File: src/hdl/psbs_pkg.sv
package psbs_pkg;

    localparam int ALPHABET   = 64;
    localparam int BOUND_BITS = 16;
    localparam int IDX_W      = (ALPHABET > 1) ? $clog2(ALPHABET) : 1;
    localparam int SYM_W      = 6;
    localparam int CNT_W      = 16;
    localparam int SUM_W      = 32;
    localparam int MAX_W      = 16;

    typedef enum logic [1:0] {
        FN_ACC = 2'd0,
        FN_RD  = 2'd1,
        FN_CLR = 2'd2
    } t_func;

    typedef struct packed {
        logic [CNT_W-1:0] cnt;
        logic [SUM_W-1:0] sum;
        logic [CNT_W-1:0] hit;
    } t_stat;

    typedef struct packed {
        logic             wr;
        logic             clr;
        logic             rise;
        logic [IDX_W-1:0] idx;
        t_stat            stat;
    } t_upd;

endpackage

File: src/hdl/psbs_update.sv
module psbs_update
    import psbs_pkg::*;
(
    input  logic                  i_vld,
    input  t_func                 i_func,
    input  logic [SYM_W-1:0]      i_sym,
    input  logic                  i_active,
    input  logic [15:0]           i_bound,
    input  t_stat                 i_stat,
    input  logic [BOUND_BITS-1:0] i_max,
    output t_upd                  o_upd,
    output t_stat                 o_rd_stat,
    output logic [BOUND_BITS-1:0] o_max_nxt
);

    logic                  sym_ok;
    logic [BOUND_BITS-1:0] b;
    logic                  rise;
    logic [BOUND_BITS-1:0] max_new;
    logic                  acc;
    logic [SUM_W:0]        sum_ext;
    logic [CNT_W-1:0]      hit_base;

    assign sym_ok   = (int'(i_sym) < ALPHABET);
    assign b        = BOUND_BITS'(i_bound);
    assign rise     = (b > i_max);
    assign max_new  = rise ? b : i_max;
    assign acc      = i_vld && (i_func == FN_ACC) && i_active;
    assign sum_ext  = {1'b0, i_stat.sum} + (SUM_W + 1)'(b);
    assign hit_base = rise ? '0 : i_stat.hit;

    always_comb begin
        o_upd.wr       = acc && sym_ok;
        o_upd.clr      = i_vld && (i_func == FN_CLR);
        o_upd.rise     = acc && rise;
        o_upd.idx      = IDX_W'(i_sym);
        o_upd.stat.cnt = (&i_stat.cnt) ? i_stat.cnt : i_stat.cnt + 1'b1;
        o_upd.stat.sum = sum_ext[SUM_W] ? '1 : sum_ext[SUM_W-1:0];
        if (b == max_new && !(&hit_base)) begin
            o_upd.stat.hit = hit_base + 1'b1;
        end else begin
            o_upd.stat.hit = hit_base;
        end
    end

    assign o_rd_stat = sym_ok ? i_stat : '0;

    always_comb begin
        if (o_upd.clr) begin
            o_max_nxt = '0;
        end else if (acc) begin
            o_max_nxt = max_new;
        end else begin
            o_max_nxt = i_max;
        end
    end

endmodule

File: src/hdl/psbs_store.sv
module psbs_store
    import psbs_pkg::*;
(
    input  logic             i_clk,
    input  logic             i_rst_n,
    input  logic             i_ld,
    input  logic [IDX_W-1:0] i_rd_idx,
    input  t_upd             i_upd,
    output t_stat            o_stat
);

    logic [CNT_W-1:0]    mem_cnt [ALPHABET];
    logic [SUM_W-1:0]    mem_sum [ALPHABET];
    logic [CNT_W-1:0]    mem_hit [ALPHABET];
    logic [ALPHABET-1:0] r_cv;
    logic [ALPHABET-1:0] r_hv;
    logic [ALPHABET-1:0] n_cv;
    logic [ALPHABET-1:0] n_hv;
    t_stat               r_stat;

    // entry valid bits: clear-all clears them all, a new maximum clears the hit valid bits
    always_comb begin
        n_cv = r_cv;
        n_hv = r_hv;
        if (i_upd.clr) begin
            n_cv = '0;
            n_hv = '0;
        end else begin
            if (i_upd.rise) begin
                n_hv = '0;
            end
            if (i_upd.wr) begin
                n_cv[i_upd.idx] = 1'b1;
                n_hv[i_upd.idx] = 1'b1;
            end
        end
    end

    always_ff @(posedge i_clk) begin
        if (!i_rst_n) begin
            r_cv <= '0;
            r_hv <= '0;
        end else begin
            r_cv <= n_cv;
            r_hv <= n_hv;
        end
    end

    always_ff @(posedge i_clk) begin
        if (i_upd.wr) begin
            mem_cnt[i_upd.idx] <= i_upd.stat.cnt;
            mem_sum[i_upd.idx] <= i_upd.stat.sum;
            mem_hit[i_upd.idx] <= i_upd.stat.hit;
        end
    end

    // registered read with bypass of the write in the same cycle
    always_ff @(posedge i_clk) begin
        if (i_ld) begin
            if (i_upd.wr && i_upd.idx == i_rd_idx) begin
                r_stat <= i_upd.stat;
            end else if (i_upd.clr) begin
                r_stat <= '0;
            end else begin
                r_stat.cnt <= r_cv[i_rd_idx] ? mem_cnt[i_rd_idx] : '0;
                r_stat.sum <= r_cv[i_rd_idx] ? mem_sum[i_rd_idx] : '0;
                r_stat.hit <= (r_hv[i_rd_idx] && !i_upd.rise) ? mem_hit[i_rd_idx] : '0;
            end
        end
    end

    assign o_stat = r_stat;

endmodule

File: src/hdl/per_symbol_bound_statistics.sv
// an accepted read transfer is held in the input stage registers, then its result in the output register on o_m_tdata
// throughput: one transfer per cycle while the output is not held by i_m_tready low, reads and updates back to back
// the per-symbol stores are flop arrays with one read-modify-write per cycle
// reset (synchronous, active low) clears all statistics and the running maximum at once
module per_symbol_bound_statistics
    import psbs_pkg::*;
(
    input  logic        i_clk,
    input  logic        i_rst_n,
    input  logic        i_s_tvalid,
    output logic        o_s_tready,
    input  logic [23:0] i_s_tdata,   // symbol[5:0], active[6], bound[22:7], zero fill
    input  logic [1:0]  i_s_tuser,   // func[1:0]
    output logic        o_m_tvalid,
    input  logic        i_m_tready,
    output logic [79:0] o_m_tdata    // match_count, bound_sum, max_hits, running_max
);

    logic                  r_s1_vld;
    t_func                 r_s1_func;
    logic [SYM_W-1:0]      r_s1_sym;
    logic                  r_s1_active;
    logic [15:0]           r_s1_bound;
    logic [BOUND_BITS-1:0] r_max;
    logic                  r_out_vld;
    t_stat                 r_out_stat;
    logic [MAX_W-1:0]      r_out_max;

    logic                  s1_adv;
    logic                  accept;
    t_stat                 s1_stat;
    t_stat                 rd_stat;
    t_upd                  upd;
    logic [BOUND_BITS-1:0] n_max;

    assign s1_adv     = r_s1_vld && (!r_out_vld || i_m_tready);
    assign o_s_tready = !r_s1_vld || s1_adv;
    assign accept     = i_s_tvalid && o_s_tready;

    psbs_store u_store (
        .i_clk    (i_clk),
        .i_rst_n  (i_rst_n),
        .i_ld     (accept),
        .i_rd_idx (IDX_W'(i_s_tdata[5:0])),
        .i_upd    (upd),
        .o_stat   (s1_stat)
    );

    psbs_update u_update (
        .i_vld     (s1_adv),
        .i_func    (r_s1_func),
        .i_sym     (r_s1_sym),
        .i_active  (r_s1_active),
        .i_bound   (r_s1_bound),
        .i_stat    (s1_stat),
        .i_max     (r_max),
        .o_upd     (upd),
        .o_rd_stat (rd_stat),
        .o_max_nxt (n_max)
    );

    always_ff @(posedge i_clk) begin
        if (!i_rst_n) begin
            r_s1_vld  <= 1'b0;
            r_max     <= '0;
            r_out_vld <= 1'b0;
        end else begin
            if (accept) begin
                r_s1_vld <= 1'b1;
            end else if (s1_adv) begin
                r_s1_vld <= 1'b0;
            end
            r_max <= n_max;
            if (s1_adv && r_s1_func == FN_RD) begin
                r_out_vld <= 1'b1;
            end else if (i_m_tready) begin
                r_out_vld <= 1'b0;
            end
        end
    end

    always_ff @(posedge i_clk) begin
        if (accept) begin
            r_s1_func   <= t_func'(i_s_tuser);
            r_s1_sym    <= i_s_tdata[5:0];
            r_s1_active <= i_s_tdata[6];
            r_s1_bound  <= i_s_tdata[22:7];
        end
        if (s1_adv && r_s1_func == FN_RD) begin
            r_out_stat <= rd_stat;
            r_out_max  <= MAX_W'(r_max);
        end
    end

    assign o_m_tvalid = r_out_vld;
    assign o_m_tdata  = {r_out_max, r_out_stat.hit, r_out_stat.sum, r_out_stat.cnt};

`ifndef SYNTH
    a_max_falls_on_clear: assert property (@(posedge i_clk) disable iff (!i_rst_n)
        ($past(i_rst_n) && r_max < $past(r_max))
            |-> $past(s1_adv && r_s1_func == FN_CLR))
        else $error("running maximum fell without a clear");

    a_out_from_read: assert property (@(posedge i_clk) disable iff (!i_rst_n)
        ($past(i_rst_n) && $rose(r_out_vld)) |-> $past(r_s1_vld && r_s1_func == FN_RD))
        else $error("result raised without a read");

    a_hits_le_count: assert property (@(posedge i_clk) disable iff (!i_rst_n)
        r_out_vld |-> (r_out_stat.hit <= r_out_stat.cnt))
        else $error("max hits exceed match count");
`endif

endmodule

File: config.mk
export PLATFORM = sky130hd
export DESIGN_NAME = per_symbol_bound_statistics
export DESIGN_NICKNAME = d
export VERILOG_FILES = /design/src/hdl/psbs_pkg.sv /design/src/hdl/psbs_update.sv /design/src/hdl/psbs_store.sv /design/src/hdl/per_symbol_bound_statistics.sv
export SDC_FILE = /design/constraint.sdc
export NUM_CORES = 2
export LEC_CHECK = 0
export ABC_CLOCK_PERIOD_IN_PS = 14600
export BUFFER_PORTS_ARGS = -buffer_cell sky130_fd_sc_hd__buf_2
export CAP_MARGIN = 20
export CORE_MARGIN = 1
export CORE_UTILIZATION = 50
export CTS_CLUSTER_SIZE = 10
export DETAILED_ROUTE_END_ITERATION = 12
export PLACE_DENSITY = 0.65
export SLEW_MARGIN = 10
export SYNTH_ARGS = -nofsm -noshare
export SYNTH_HDL_FRONTEND = slang
export SYNTH_SLANG_ARGS = --single-unit
File: constraint.sdc
create_clock -name i_clk -period 14.6 [get_ports i_clk]
set_clock_uncertainty 0.1 [all_clocks]
set_input_delay 1.46 -clock i_clk [delete_from_list [all_inputs] [get_ports i_clk]]
set_output_delay 1.46 -clock i_clk [all_outputs]
set_load 0.05 [all_outputs]
==> flow_summary_export.csv <==
group,metric,value,unit
route,wl_per_cell,36.1,um
sta,period_share,40.3,%
critical_path,required,15.18,ns
route,initialDrtViolationCount,11900,
clock_tree,numCtsBuffers,483,
route,remaining_drc_errors,0,
clock_tree,clkTransAtPathRegs,0.06,ns
sta,period_needed,5.88,ns
clock_tree,postCtsSetupRepairBufs,0,
global_routing,antenna_found_initial,11,
synth,syn_area,169000,um2
critical_path,worstPathMaxFanout,77,
clock_tree,cts_tree,"built",
global_routing,grt_pass1_wl,624000,um
floorplanning,start_util,50.3,%
final_layout,area_growth,12.3,%
final_layout,nNetsFinal,7847,
place,portBuffers,110,
sta,clock.fmax,170,MHz
place,dp_hpwl,224000,um
clock_tree,clock_latency,1.01,ns
global_routing,grt_pass1_vias,82100,
floorplanning,chipHeight,584,um
synth,synth_nets,7352,
global_routing,grt-ovfl-total,0,
route,firstDrtPassIters,8,
critical_path,startpoint_type,"input port",
synth,async_flop_share,0,%
floorplanning,fp.dieArea,341000,um2
critical_path,endpoint_kind,"flop",
pwr,ir_drop,0.000122,V
synth,ys_warn_count,0,
final_layout,fin_util,56.5,%
synth,synth_cell_types,70,
synth,ys_dominant_reg_cell,"edfxtp_1",
worst_hold_path,hold_class,"flop to flop",
sta,tightest_slew,1.20,ns
route,postRouteAntennaNets,0,
floorplanning,io_pins,112,
clock_tree,htree_levels,5,
sta,slew_viol_final,0,
outcome,run_status,"finished, final reports clean",
job,cap_violations,0,
pwr,power_density,136,nW/um2
sta,fin_tns_setup,0,ns
clock_tree,cts_root_buf,"clkbuf_16",
clock_tree,clockBufferDepth,4,
route,routed_via_density,6.64,
pwr,leakage,0.0597,uW
synth,synth_area_leader_cell,"edfxtp_1",
sta,hold_viol,0,
synth,netlist_instances,7287,
synth,syn_avg_cell_area,23.3,um2
floorplanning,core,337000,um2
final_layout,drive_gt1_share,30.0,%
floorplanning,die_w,584,um
synth,seq_area_frac_synth,77.3,%
sta,rsz0062_at_grt,"no",
global_routing,grtUsageTotal,26.2,%
synth,synth-edff-count,4265,
sta,setup_violations,0,
synth,synth_seq_cells,4411,
route,drt_wl_total,448000,um
global_routing,grt_max_degree,134,
critical_path,cp.arrival,6.46,ns
floorplanning,rows,213,
place,finalWeightedCongestion,0.836,
clock_tree,post_cts_resized,0,
pwr,power,26000,uW
route,vias,82500,
clock_tree,holdBufCountCts,0,
synth,synth_top_area_share,75.6,%
clock_tree,cts_sinks,4411,
sta,relSlewSlack,19.9,%
synth,yosys-top-cells-area,"edfxtp_1 76%, mux4_2 17%, dfxtp_1 1.7%",
critical_path,crit_type,"input port to flop",
==> state kept, by name, indices dropped and copies added (netlist names), 2 cells and up <==
register,flops
u_store.r_hv,64
r_s1_bound,16
u_store.r_cv,64
u_store.o_stat,64
o_m_tdata,64
r_max,16
r_s1_sym,6
r_s1_func,2
u_store.mem_sum,2048
u_store.mem_hit,1024
r_out_max,16
u_store.mem_cnt,1024
==> cell usage after synthesis (7+ instances only) <==
master       n
edfxtp_1  4265
o211ai_1     8
a22oi_1     54
or3_1        8
and3_1      13
buf_4       20
clkbuf_1   184
a22o_1      55
a211oi_1    10
nor3_1      21
nand4_1     17
ha_1        34
a21o_1      13
buf_1       49
nand3_1    113
inv_1       32
xnor2_1     41
dfxtp_1    146
mux4_1      16
nor2b_1     16
a21oi_1    126
buf_6       23
nor4_1       7
a21bo_2     11
nor2_1     302
o21ai_0     19
o22ai_1     11
and2_1      12
buf_2      102
mux2_2      30
nand2_1     92
nand2b_1    44
mux4_2    1300
xor2_1      19
==> placed cells by master, fill, tap and decap left out, types with 13 or more instances in the layout <==
master | netlist | routed
edfxtp_1 | 4265 | 4265
mux4_2 | 1300 | 1300
clkbuf_16 | 0 | 488
buf_4 | 20 | 249
nor2_1 | 302 | 221
dfxtp_1 | 146 | 146
a21oi_1 | 126 | 122
nand3_1 | 113 | 112
buf_2 | 102 | 104
clkbuf_1 | 184 | 89
nand2_1 | 92 | 87
nor2_4 | 0 | 81
a22o_1 | 55 | 55
a22oi_1 | 54 | 54
nand2b_1 | 44 | 43
xnor2_1 | 41 | 39
ha_1 | 34 | 34
inv_1 | 32 | 30
mux2_2 | 30 | 30
buf_12 | 2 | 23
nor3_1 | 21 | 21
nand4_1 | 17 | 17
o21ai_0 | 19 | 16
mux4_1 | 16 | 16
nor2b_1 | 16 | 15
and3_1 | 13 | 13
a21o_1 | 13 | 13
==> worst paths after layout <==
kind	startpoint	endpoint	slack, ns	cells after the start
hold reg to reg	u_store.r_cv[29]	u_store.r_cv[29]	0.37	2
hold / removal	u_store.r_cv[29]	u_store.r_cv[29]	0.37	2
setup reg to reg	r_s1_bound[14]	u_store.mem_hit[37][9]	9.14	15
setup / recovery	i_s_tdata[0]	u_store.o_stat[37]	8.72	11
==> layout make-up <==
type                            instances  area, um2
Inverter                               32        121
Tap cell                             4515       5650
Timing Repair Buffer                  392       3220
Antenna cell                            4       10.0
Fill cell                           24200     146000
Clock inverter                         23        344
Clock buffer                          580      12600
Multi-Input combinational cell       2462      37500
Sequential cell                      4411     131000
==> per-layer routing <==
metal	track usage (%)	wire, um
met1	37.4	172000
met3	4.94	47100
met4	7.42	13700
met2	41.6	215000
met5	0	46
==> logic make-up after synthesis <==
| logic type | Yosys count | synth area share (%) |
|---|---|---|
| multiplexers | 1349 | 17.7 |
| adder cells (fa/ha/maj) | 35 | 0.263 |
| XOR/XNOR | 60 | 0.310 |
| flip-flops | 4411 | 77.3 |
| AO/OA/AOI/OAI | 350 | 1.41 |
| AND/OR/NAND/NOR | 668 | 1.81 |
| buffers and inverters | 414 | 1.17 |
==> through the flow <==
| stage | area [um2] | hold WS (ns) | setup slack [ns] | std cells |
|---|---|---|---|---|
| after floorplan | 169000 | 0.324 | 6.69 | 7287 |
| after global placement | 177000 | 0.347 | 7.59 | 11800 |
| after detailed placement | 177000 | 0.356 | 7.62 | 11800 |
| after CTS | 190000 | 0.369 | 8.64 | 12400 |
| after global routing | 190000 | 0.392 | 8.34 | 12400 |
| final | 190000 | 0.368 | 8.72 | 12400 |
==> worst max-delay path: stages <==
cell and delay (ns):
buf_12 0.47, buf_4 0.75, buf_4 0.77, mux4_2 0.65, mux4_2 0.50, a211oi_1 0.41, a211oi_4 0.07, buf_4 0.26
buf_4 0.39, a21bo_2 0.42, o211ai_1 0.11
==> report_power, final <==
part           switching, uW  internal [uW]
Clock                   4540           5970
Combinational            837            485
Sequential              45.1          14100
Total                   5430          20600
(Power assumes the default switching activity.)
